==> src/hw/rtl/uart_mailbox_registers_core_macros.svh <==
// assertion macros shared by the mailbox rtl
`ifndef UART_MAILBOX_REGISTERS_CORE_MACROS_SVH
`define UART_MAILBOX_REGISTERS_CORE_MACROS_SVH

// clocked assertion, quiet while reset is low
`define UMR_ASSERT(label, prop, msg) \
	label: assert property (@(posedge clk) disable iff (!arst_n) prop) else $error(msg);

// condition that must never be seen on a clock edge
`define UMR_ASSERT_NEVER(label, cond, msg) \
	`UMR_ASSERT(label, !(cond), msg)

`endif

==> src/hw/rtl/umr_pkg.sv <==
// types and constants of the uart mailbox register block
package umr_pkg;

	localparam int LANES = 4;

	localparam logic [1:0] KIND_BUS_WRITE = 2'd0;
	localparam logic [1:0] KIND_BUS_READ  = 2'd1;
	localparam logic [1:0] KIND_PARTNER   = 2'd2;

	localparam logic [11:0] SEND_OFFSET   = 12'h000;
	localparam logic [11:0] STATUS_OFFSET = 12'h004;

	localparam logic [2:0] MAX_BYTES = 3'd4;

	localparam int IN_TDATA_W  = 80;
	localparam int OUT_TDATA_W = 72;

	typedef struct packed {
		logic        push;
		logic        pop;
		logic [31:0] word;
	} fifo_req_t;

	typedef struct packed {
		logic       nonempty;
		logic       drop;
		logic [1:0] head_lane;
		logic [2:0] pop_cnt;
	} fifo_stat_t;

	typedef struct packed {
		logic        valid;
		logic        is_pop;
		logic [1:0]  pop_lane;
		logic [2:0]  pop_cnt;
		logic        status;
		logic        send_valid;
		logic [31:0] send_word;
		logic        overflow;
	} s2_ctl_t;

endpackage

==> src/hw/rtl/umr_bank_ram.sv <==
// one byte lane of the receive fifo storage, registered read
module umr_bank_ram #(
	parameter int ROWS = 4,
	parameter int RW   = 2
) (
	input  logic          clk,
	input  logic          we,
	input  logic [RW-1:0] waddr,
	input  logic [7:0]    wdata,
	input  logic          re,
	input  logic [RW-1:0] raddr,
	output logic [7:0]    rdata
);

	logic [7:0] mem [ROWS];

	always_ff @(posedge clk) begin
		if (we) begin
			mem[waddr] <= wdata;
		end
	end

	always_ff @(posedge clk) begin
		if (re) begin
			rdata <= mem[raddr];
		end
	end

endmodule

==> src/hw/rtl/umr_rx_fifo.sv <==
// receive byte fifo: four banked lanes, up to four bytes in or out per transfer
module umr_rx_fifo #(
	parameter int DEPTH = 16
) (
	input  logic                  clk,
	input  logic                  arst_n,
	input  umr_pkg::fifo_req_t    req,
	output umr_pkg::fifo_stat_t   stat,
	output logic [3:0][7:0]       rd_data
);

	import umr_pkg::*;

	localparam int ROWS = (DEPTH + LANES - 1) / LANES;
	localparam int RW   = (ROWS > 1) ? $clog2(ROWS) : 1;
	localparam int CW   = $clog2(DEPTH + 1);

	logic [RW-1:0] head_row_q, tail_row_q;
	logic [1:0]    head_lane_q, tail_lane_q;
	logic [CW-1:0] count_q;

	logic [CW-1:0] free;
	logic [2:0]    npush, npop;

	logic [RW-1:0] wr_row [LANES];
	logic [RW-1:0] rd_row [LANES];
	logic [7:0]    wr_byte [LANES];
	logic [LANES-1:0] wr_en;

	logic [2:0]    head_sum, tail_sum;

	function automatic logic [RW-1:0] row_step(input logic [RW-1:0] row, input logic inc);
		logic [RW:0] r;
		r = {1'b0, row} + {{RW{1'b0}}, inc};
		return (r == (RW + 1)'(ROWS)) ? '0 : r[RW-1:0];
	endfunction

	assign free  = CW'(DEPTH) - count_q;
	assign npush = (free >= CW'(MAX_BYTES)) ? MAX_BYTES : free[2:0];
	assign npop  = (count_q >= CW'(MAX_BYTES)) ? MAX_BYTES : count_q[2:0];

	// each lane sees exactly one byte slot of a four-byte window
	always_comb begin
		logic [1:0] wk, rk;
		logic [2:0] ws, rs;
		for (int b = 0; b < LANES; b++) begin
			wk = 2'(b) - tail_lane_q;
			ws = {1'b0, tail_lane_q} + {1'b0, wk};
			wr_row[b]  = row_step(tail_row_q, ws[2]);
			wr_byte[b] = 8'(req.word >> {wk, 3'b000});
			wr_en[b]   = req.push && ({1'b0, wk} < npush);
			rk = 2'(b) - head_lane_q;
			rs = {1'b0, head_lane_q} + {1'b0, rk};
			rd_row[b] = row_step(head_row_q, rs[2]);
		end
	end

	for (genvar g = 0; g < LANES; g++) begin : g_lane
		umr_bank_ram #(
			.ROWS (ROWS),
			.RW   (RW)
		) u_bank (
			.clk   (clk),
			.we    (wr_en[g]),
			.waddr (wr_row[g]),
			.wdata (wr_byte[g]),
			.re    (req.pop),
			.raddr (rd_row[g]),
			.rdata (rd_data[g])
		);
	end

	assign head_sum = {1'b0, head_lane_q} + npop;
	assign tail_sum = {1'b0, tail_lane_q} + npush;

	always_ff @(posedge clk or negedge arst_n) begin
		if (!arst_n) begin
			head_row_q  <= '0;
			head_lane_q <= '0;
			tail_row_q  <= '0;
			tail_lane_q <= '0;
			count_q     <= '0;
		end else if (req.push) begin
			tail_row_q  <= row_step(tail_row_q, tail_sum[2]);
			tail_lane_q <= tail_sum[1:0];
			count_q     <= count_q + CW'(npush);
		end else if (req.pop) begin
			head_row_q  <= row_step(head_row_q, head_sum[2]);
			head_lane_q <= head_sum[1:0];
			count_q     <= count_q - CW'(npop);
		end
	end

	assign stat.nonempty  = (count_q != '0);
	assign stat.drop      = (npush != MAX_BYTES);
	assign stat.head_lane = head_lane_q;
	assign stat.pop_cnt   = npop;

	`include "uart_mailbox_registers_core_macros.svh"

	`UMR_ASSERT_NEVER(a_count_bound, count_q > CW'(DEPTH), "fifo count above depth")
	`UMR_ASSERT(a_no_drop_with_room, (req.push && free >= CW'(MAX_BYTES)) |-> !stat.drop, "drop with room")
	`UMR_ASSERT(a_pop_count, req.pop |=> (count_q == $past(count_q) - CW'($past(npop))), "pop count slip")

endmodule

==> src/hw/rtl/uart_mailbox_registers_core.sv <==
// top level of the uart mailbox register block
//
//  channel | direction | tdata (low bit up)                              | tuser
//  s_*     | in        | reg_offset, write_data, write_bytes, partner_word | kind
//  m_*     | out       | read_data, send_word, overflow                  | send_valid
//
// one transfer per cycle sustained while m_tready stays high; a result passes through
// the input register, fifo bank read register and result register
// every stage has its own ready, so bubbles close up while the result waits
// reset clears fifo pointers, count, transmit word and valids; fifo bytes are not cleared
module uart_mailbox_registers_core #(
	parameter int FIFO_DEPTH = 16
) (
	input  logic                               clk,
	input  logic                               arst_n,
	input  logic                               s_tvalid,
	output logic                               s_tready,
	// reg_offset[11:0], write_data[43:12], write_bytes[46:44], partner_word[78:47]
	input  logic [umr_pkg::IN_TDATA_W-1:0]     s_tdata,
	// kind[1:0]
	input  logic [1:0]                         s_tuser,
	output logic                               m_tvalid,
	input  logic                               m_tready,
	// read_data[31:0], send_word[63:32], overflow[64]
	output logic [umr_pkg::OUT_TDATA_W-1:0]    m_tdata,
	// send_valid[0]
	output logic [0:0]                         m_tuser
);

	import umr_pkg::*;

	logic        valid_s1;
	logic [1:0]  kind_s1;
	logic [11:0] offset_s1;
	logic [31:0] wdata_s1;
	logic [2:0]  wbytes_s1;
	logic [31:0] pword_s1;

	s2_ctl_t ctl_s2;
	s2_ctl_t ctl_next;

	logic        out_valid_q;
	logic [31:0] read_data_q;
	logic        send_valid_q;
	logic [31:0] send_word_q;
	logic        overflow_q;

	logic [31:0] transmit_word_q;

	logic ready_out, ready_s2, ready_s1, move_s1;
	logic is_write, is_send, is_read, is_status, is_pop, is_push;
	logic [2:0]  wb_clamp;
	logic [31:0] load_word;

	fifo_req_t       req;
	fifo_stat_t      stat;
	logic [3:0][7:0] rd_data;
	logic [31:0]     pop_word;

	assign ready_out = !out_valid_q || m_tready;
	assign ready_s2  = !ctl_s2.valid || ready_out;
	assign ready_s1  = !valid_s1 || ready_s2;
	assign move_s1   = valid_s1 && ready_s2;
	assign s_tready  = ready_s1;

	always_ff @(posedge clk or negedge arst_n) begin
		if (!arst_n) begin
			valid_s1 <= 1'b0;
		end else if (ready_s1) begin
			valid_s1 <= s_tvalid;
		end
	end

	always_ff @(posedge clk) begin
		if (ready_s1 && s_tvalid) begin
			kind_s1   <= s_tuser;
			offset_s1 <= s_tdata[11:0];
			wdata_s1  <= s_tdata[43:12];
			wbytes_s1 <= s_tdata[46:44];
			pword_s1  <= s_tdata[78:47];
		end
	end

	// decode of the item in the input register
	assign is_write  = (kind_s1 == KIND_BUS_WRITE);
	assign is_read   = (kind_s1 == KIND_BUS_READ);
	assign is_send   = is_write && (offset_s1 == SEND_OFFSET);
	assign is_status = is_read && (offset_s1 == STATUS_OFFSET);
	assign is_pop    = is_read && !is_status;
	assign is_push   = (kind_s1 == KIND_PARTNER);

	assign wb_clamp = (wbytes_s1 > MAX_BYTES) ? MAX_BYTES : wbytes_s1;

	always_comb begin
		for (int k = 0; k < LANES; k++) begin
			load_word[8*k +: 8] = (3'(k) < wb_clamp) ? wdata_s1[8*k +: 8] : 8'h00;
		end
	end

	always_ff @(posedge clk or negedge arst_n) begin
		if (!arst_n) begin
			transmit_word_q <= '0;
		end else if (move_s1 && is_write && !is_send) begin
			transmit_word_q <= load_word;
		end
	end

	assign req.push = move_s1 && is_push;
	assign req.pop  = move_s1 && is_pop;
	assign req.word = pword_s1;

	umr_rx_fifo #(
		.DEPTH (FIFO_DEPTH)
	) u_rx_fifo (
		.clk     (clk),
		.arst_n  (arst_n),
		.req     (req),
		.stat    (stat),
		.rd_data (rd_data)
	);

	always_comb begin
		ctl_next.valid      = 1'b1;
		ctl_next.is_pop     = is_pop;
		ctl_next.pop_lane   = stat.head_lane;
		ctl_next.pop_cnt    = is_pop ? stat.pop_cnt : 3'd0;
		ctl_next.status     = is_status && stat.nonempty;
		ctl_next.send_valid = is_send;
		ctl_next.send_word  = is_send ? transmit_word_q : 32'h0;
		ctl_next.overflow   = is_push && stat.drop;
	end

	always_ff @(posedge clk or negedge arst_n) begin
		if (!arst_n) begin
			ctl_s2 <= '0;
		end else if (ready_s2) begin
			ctl_s2 <= move_s1 ? ctl_next : '0;
		end
	end

	// byte k of the read word comes from the lane k places after the head
	always_comb begin
		logic [1:0] lane;
		for (int k = 0; k < LANES; k++) begin
			lane = ctl_s2.pop_lane + 2'(k);
			pop_word[8*k +: 8] = (3'(k) < ctl_s2.pop_cnt) ? rd_data[lane] : 8'h00;
		end
	end

	always_ff @(posedge clk or negedge arst_n) begin
		if (!arst_n) begin
			out_valid_q <= 1'b0;
		end else if (ready_out) begin
			out_valid_q <= ctl_s2.valid;
		end
	end

	always_ff @(posedge clk) begin
		if (ready_out && ctl_s2.valid) begin
			read_data_q  <= ctl_s2.is_pop ? pop_word : {31'h0, ctl_s2.status};
			send_valid_q <= ctl_s2.send_valid;
			send_word_q  <= ctl_s2.send_word;
			overflow_q   <= ctl_s2.overflow;
		end
	end

	assign m_tvalid = out_valid_q;
	assign m_tdata  = {7'h00, overflow_q, send_word_q, read_data_q};
	assign m_tuser  = send_valid_q;

	`include "uart_mailbox_registers_core_macros.svh"

	`UMR_ASSERT(a_send_no_read, (m_tvalid && m_tuser[0]) |-> (m_tdata[31:0] == 32'h0 && !m_tdata[64]), "send with read data")
	`UMR_ASSERT(a_drop_no_read, (m_tvalid && m_tdata[64]) |-> (m_tdata[31:0] == 32'h0), "overflow with read data")
	`UMR_ASSERT(a_stage_advance, move_s1 |=> ctl_s2.valid, "item lost between stages")

endmodule

==> config.mk <==
export PLATFORM = sky130hd
export DESIGN_NAME = uart_mailbox_registers_core
export DESIGN_NICKNAME = d
export VERILOG_FILES = /design/src/hw/rtl/umr_pkg.sv /design/src/hw/rtl/umr_bank_ram.sv /design/src/hw/rtl/umr_rx_fifo.sv /design/src/hw/rtl/uart_mailbox_registers_core.sv
export VERILOG_INCLUDE_DIRS = /design/src /design/src/hw/rtl
export SDC_FILE = /design/constraint.sdc
export NUM_CORES = 1
export LEC_CHECK = 0
export BUFFER_PORTS_ARGS = -buffer_cell sky130_fd_sc_hd__clkbuf_2
export CAP_MARGIN = 0
export CORE_ASPECT_RATIO = 0.8
export CORE_MARGIN = 5
export CORE_UTILIZATION = 25
export CTS_BUF_LIST = sky130_fd_sc_hd__clkbuf_8
export DETAILED_ROUTE_END_ITERATION = 8
export HOLD_SLACK_MARGIN = 0.06
export PLACE_DENSITY = 0.42
export SLEW_MARGIN = 30
export SYNTH_ARGS = -nofsm -noshare
export SYNTH_HDL_FRONTEND = slang
export SYNTH_HIERARCHICAL = 1
export SYNTH_SLANG_ARGS = --single-unit
==> constraint.sdc <==
create_clock -name clk -period 8.2 [get_ports clk]
set_input_delay 1.23 -clock clk [delete_from_list [all_inputs] [get_ports clk]]
set_output_delay 1.23 -clock clk [all_outputs]
set_load 0.02 [all_outputs]
## Word-level counts from Yosys, hierarchy flattened

Memory sizes are Yosys's and may differ from the RTL's. A register that Yosys moved wholly into a read port is not among the register bits.
Cells that the tools add are included.

- Bits in registers: 236
- Bits in writable memories: 128
- Bits of input ports: 86
- Output and inout port bits: 75
- Logic and storage cells: 178
- Memories kept: 4

- $add $sub $neg: 34
- Magnitude comparators: 19
- Equal/unequal tests: 14
- Shift-type cells: 4
- Mux-type cells: 40
- Bitwise operators: 1
- Reductions and logical operators: 33

Memory list:

| memory | depth | width | read ports | clocked after Yosys merged registers in | wr ports | line | text |
|---|---|---|---|---|---|---|---|
| u_rx_fifo.g_lane[0].u_bank.mem | 4 | 8 | 1 | 1 | 1 | umr_bank_ram.sv:15 | `logic [7:0] mem [ROWS];` |
| u_rx_fifo.g_lane[1].u_bank.mem | 4 | 8 | 1 | 1 | 1 | umr_bank_ram.sv:15 |  |
| u_rx_fifo.g_lane[2].u_bank.mem | 4 | 8 | 1 | 1 | 1 | umr_bank_ram.sv:15 |  |
| u_rx_fifo.g_lane[3].u_bank.mem | 4 | 8 | 1 | 1 | 1 | umr_bank_ram.sv:15 |  |

Operator list:

| operator | count |
|---|---|
| right shift 32 x 5 -> 8 bit | 4 |
| binary-select mux 8 bit (select 2 bit) | 4 |
| 2-to-1 mux 8 bit | 8 |
| 2-to-1 mux 42 bit | 1 |
| 2-to-1 mux 32 bit | 1 |
| adder 2 x 1 -> 3 bit | 10 |
| equality test 3 bit, second input constant | 10 |
| adder 2 x 2 -> 3 bit | 8 |
| 2-to-1 mux 2 bit | 10 |
| logical AND 1 bit | 16 |
| equality test 12 x 3 -> 1 bit, second input constant | 1 |
| zero test 12 bit | 1 |
| less-than comparator 1 x 3 -> 1 bit, first input constant | 4 |
| less-than comparator 2 x 3 -> 1 bit | 4 |
| less-than comparator 2 x 3 -> 1 bit, first input constant | 4 |
| less-than comparator 2 x 3 -> 1 bit, second input constant | 4 |
| 2-to-1 mux 3 bit | 4 |
| >= comparator 5 x 3 -> 1 bit, second input constant | 2 |
| 2-to-1 mux 1 bit | 10 |
| 2-to-1 mux 5 bit | 2 |
| AND reduction 2 bit | 5 |
| subtractor 1 x 2 -> 2 bit, first input constant | 4 |
| subtractor 2 bit, first input constant | 4 |
| adder 2 x 3 -> 3 bit | 2 |
| 15 further kinds | 22 |

## Longest topological paths before layout

- Depth in word-level cells: 8
- Mapped depth: 15
- Depth with buffers taken out: 15

## Hierarchy

Netlist, hierarchy kept.

By module, submodules not included:

| module | instances | cells each | area each (um2) | sequential area each (um2) |
|---|---|---|---|---|
| uart_mailbox_registers_core | 1 | 487 | 8404.3 | 6316.1 |
| umr_bank_ram | 4 | 54 | 1428.9 | 1201.2 |
| umr_rx_fifo | 1 | 173 | 2010.7 | 325.3 |

## Least setup slack after synthesis

Ideal clock, no wire load.

- Kind: input -> register
- From: input m_tready
- To: register u_rx_fifo.count_q[0]
- Library setup time: 125 ps
- Arrival: 4289 ps
- Required time: 8075 ps
- Setup slack: 3786 ps
- Stages: 5
- Buffers on the path: 0
- Cell sequence: nand3b_1 nand4b_1 a31oi_1 nor2_1 mux2_2

RTL lines:

| what | line | text |
|---|---|---|
| from (decl) | uart_mailbox_registers_core.sv:23 | `input logic m_tready,` |
| to (signal assigned) | umr_rx_fifo.sv:86 | `count_q <= count_q + CW'(npush);` |
| to (signal assigned) | umr_rx_fifo.sv:90 | `count_q <= count_q - CW'(npop);` |
| to (decl) | umr_rx_fifo.sv:20 | `logic [CW-1:0] count_q;` |

## Final worst setup path

- From: register u_rx_fifo.count_q[0]
- To: memory u_rx_fifo.g_lane[0].u_bank.mem[0][5], enable pin

- Cells in the longest elaborated chain, start to end: 7

Ends and longest elaborated chain:

| what | line | text |
|---|---|---|
| subtractor 5 bit * | umr_rx_fifo.sv:38 | `assign free = CW'(DEPTH) - count_q;` |
| >= comparator 5 x 3 -> 1 bit | umr_rx_fifo.sv:39 | `assign npush = (free >= CW'(MAX_BYTES)) ? MAX_BYTES : free[2:0];` |
| 2-to-1 mux 3 bit * | umr_rx_fifo.sv:39 |  |
| less-than comparator 2 x 3 -> 1 bit * | umr_rx_fifo.sv:51 | `wr_en[b] = req.push && ({1'b0, wk} < npush);` |
| logical AND 1 bit * | umr_rx_fifo.sv:51 |  |
| net u_rx_fifo.wr_en[0] | umr_rx_fifo.sv:28 | `logic [LANES-1:0] wr_en;` |
| 2-to-1 mux 1 bit * | umr_bank_ram.sv:18 | `if (we) begin` |
| 2-to-1 mux 1 bit (not written as such) * | umr_bank_ram.sv:19 | `mem[waddr] <= wdata;` |
| to (decl) | umr_bank_ram.sv:15 |  |

Mark *: on every way through the listed nets, which the timed path passes. The rest lies on a longest branch.

==> flow_summary.json <==
{
  "cts.sinks": 396,
  "holdPathEnd": "send_word_q[19]",
  "synth_edf_count": 307,
  "place.gp.congestion": 0.740,
  "root_buffer": "clkbuf_8",
  "fmax_mhz": 269,
  "die_h_um": 237,
  "reg2reg_to": "u_rx_fifo/g_lane[0].u_bank/mem[0][5]",
  "synthAdderAreaFrac": 0.0225,
  "reg2reg_depth": 12,
  "top_usage_layer": "met1",
  "drt_pass1_iterations": 5,
  "critPathSlowestCell": "nor3b_4",
  "p_leak_nw": 7.21,
  "min_from": "ctl_s2[20]",
  "ys.flop_type": "edfxtp_1",
  "place_area_um2": 17800,
  "clk_latency_ns": 0.63,
  "dp_slack_ns": 3.84,
  "path_delay_family": "adder cells",
  "tightest_slew_ns": 0.947,
  "crit_fanout": 10,
  "grtUsageMet2": 0.158,
  "crit_path_end_kind": "flip-flop",
  "vdd_drop_max_v": 0.000121,
  "synth_xor_area_frac": 0.00652,
  "stdcell_count": 1967,
  "die_w_um": 294,
  "status": "finished clean",
  "async_flop_share": 0.225,
  "r2r-start": "u_rx_fifo/count_q[0]",
  "num_vias": 8473,
  "hp-class": "reg2reg",
  "cts_tree": "yes",
  "finalHoldViolCount": 0,
  "cp_common_cell": "ha_1",
  "post-route-util": 0.301,
  "finalCriticalPeriod_ns": 3.72,
  "postRouteAntennaNets": 0,
  "syn_area_um2": 16100,
  "cap_violations": 0,
  "synth_area_per_cell_um2": 18.4,
  "p_sw_mw": 1.83,
  "comb_power_share": 0.240,
  "numPortBuffers": 152,
  "wl_per_cell_um": 19.6,
  "power_density_nw_per_um2": 313,
  "clkSlewWorstSetupHoldPaths_ns": 0.06,
  "overflow": 0,
  "rsz0062_at_grt": "no",
  "grt_pass1_wl_um": 57100,
  "use_met1": 0.160,
  "skew_ns": 0.0304,
  "die-area_um2": 69700,
  "p_total_mw": 6.03,
  "switching_share": 0.303,
  "hold_ws_ns": 0.444,
  "drive_above_1_share": 0.341,
  "r2r_slack_ns": 4.48,
  "worstPathRequired_ns": 8.45,
  "syn_inst": 876,
  "wl_um": 38500,
  "grt_pass1_vias": 8780,
  "mostFrequentLayoutCell": "edfxtp_1",
  "drt_iter0_markers": 442,
  "synth_compound_area_frac": 0.0558,
  "critPathMaxStageDelay_ns": 0.64,
  "dp_cells": 1843,
  "maxSlewHeadroom": 0.367,
  "cp-start-kind": "flip-flop",
  "synth-simple-area-share": 0.0465,
  "fin_crit_sh": 0.454,
  "final_cell_mix": "edfxtp_1, clkbuf_2, mux4_2",
  "setup_viol": 0,
  "use_met3": 0.0317,
  "yosysSeqAreaShare": 0.710,
  "coreArea_um2": 64100,
  "path_cells": "inv_1, ha_1, nand2b_1, nor2_1, ha_1, a21boi_4, and2_1, ha_1, inv_1, maj3_1, a21boi_0, nor3b_4",
  "cts_max_level": 3,
  "grt_antenna_before_repair": 2,
  "pwr-share-seq": 0.450,
  "dpl.hpwl_um": 26200,
  "grt_max_degree": 67,
  "track_usage": 0.109,
  "tns_ns": 0,
  "numCtsBuffers": 71,
  "post_cts_buffers": 0,
  "critPathKind": "reg2reg",
  "drv_slew": 0,
  "ys_types": 54,
  "synth_seq_cells": 396,
  "syn_to_final_growth_pct": 19.6,
  "cts.path.max_buffers": 3,
  "nets": 1180,
  "post-route-cell-area_um2": 19300,
  "critPathBufInv": 2,
  "drt-vias-per-instance": 4.31,
  "num_io_pins": 161,
  "cts_hold_buffers": 0,
  "pwr-share-clk": 0.310,
  "rows": 83,
  "hold_path_depth": 0,
  "synth_top_family_by_area": "multiplexers",
  "synth.area.mux_share": 0.136,
  "drc_errors": 0,
  "worstPathArrival_ns": 3.97,
  "p_int_mw": 4.21,
  "cts.repair.resized": 0,
  "start_util": 0.252,
  "yosys_warnings": 6,
  "postLayoutSetupSlackWorst_ns": 4.48
}
## layer usage
metal	vias to the layer above	wire length (um)
li1	3853	-
met2	178	17100
met1	4384	18500
met5	-	0
met3	58	1960
met4	0	919
## flip-flops by register name (all words and copies together) (netlist names), 2 cells and up
signal                         cells
pword_s1                          32
offset_s1                         12
wdata_s1                          32
u_rx_fifo/g_lane.u_bank/rdata     32
u_rx_fifo/tail_row_q               2
send_word_q                       32
u_rx_fifo/count_q                  5
kind_s1                            2
u_rx_fifo/head_row_q               2
read_data_q                       32
transmit_word_q                   32
u_rx_fifo/g_lane.u_bank/mem      128
ctl_s2                            42
u_rx_fifo/tail_lane_q              2
wbytes_s1                          3
u_rx_fifo/head_lane_q              2
## cell families (layout without fill, tap and decap cells)
family | Yosys count | count (layout)
fa+ha+maj | 28 | 28
simple gates | 133 | 133
flops | 396 | 396
mux | 103 | 103
other cells | 1 | 8
buf+inv | 70 | 304
compound gates | 133 | 133
xor+xnor | 12 | 12
## cell usage after synthesis, types with 2 or more instances
master,n,area (um^2)
and3_1,11,68.8
a21oi_1,9,45.0
mux2_2,6,67.6
or3_1,3,18.8
nand3b_1,2,15.0
nand2_1,41,154
clkbuf_2,4,20.0
xnor2_1,4,35.0
a211oi_1,5,37.5
ha_1,25,313
mux4_2,92,2070
xor2_1,8,70.1
inv_1,17,63.8
buf_2,16,80.1
o21ai_0,8,40.0
and3b_1,8,70.1
edfxtp_1,307,9220
buf_4,9,67.6
nand3_1,3,15.0
fa_1,2,40.0
nor2_1,13,48.8
dfrtp_1,89,2230
a21boi_0,4,30.0
nor3b_1,4,30.0
o22ai_1,2,12.5
and2_1,4,25.0
a22o_1,44,385
nor2b_1,24,150
buf_1,3,11.3
or2_2,2,12.5
a31oi_1,3,18.8
o21ai_1,47,235
or4_4,2,22.5
clkbuf_1,14,52.6
nor3_1,2,10.0
a21o_1,6,45.0
mux2i_1,5,50.1
buf_6,7,78.8
nand2b_1,6,37.5
## area by class of cell
type | count | area, um^2
multi-input cells | 416 | 4410
repair buffers | 165 | 881
fillers | 6317 | 44800
well taps | 850 | 1060
diodes | 1 | 2.50
inverters | 17 | 63.8
flip-flops and latches | 396 | 11500
clock inverters | 42 | 329
clock buffers | 80 | 1100
## worst register-to-register path, cell delays in order (launching register included)
cell and delay (ns):
dfrtp_1 0.47, inv_1 0.12, ha_1 0.22, nand2b_1 0.09, nor2_1 0.05, ha_1 0.29
a21boi_4 0.34, and2_1 0.23, ha_1 0.15, inv_1 0.05, maj3_1 0.34, a21boi_0 0.36
nor3b_4 0.64
## power groups by stage
stage	sequential, mW	clock [mW]	combinational (mW)
floorplan	2.68	0	1.02
global placement	2.76	0	1.45
detailed placement	2.77	0	1.46
CTS	2.72	1.95	1.46
global route	2.75	2.04	1.57
finish	2.72	1.87	1.45
## how the worst max path moves through the flow
stage	cells past startpoint	startpoint	endpoint
detailed placement	13	m_tready	u_rx_fifo/count_q[4]
finish	12	u_rx_fifo/count_q[0]	u_rx_fifo/g_lane[0].u_bank/mem[0][5]
floorplan	5	m_tready	u_rx_fifo/count_q[0]
global route	12	u_rx_fifo/count_q[0]	u_rx_fifo/g_lane[0].u_bank/mem[0][5]
CTS	12	u_rx_fifo/count_q[0]	u_rx_fifo/g_lane[0].u_bank/mem[0][5]
global placement	13	m_tready	u_rx_fifo/count_q[4]
Power figures use the tool's default switching activity.
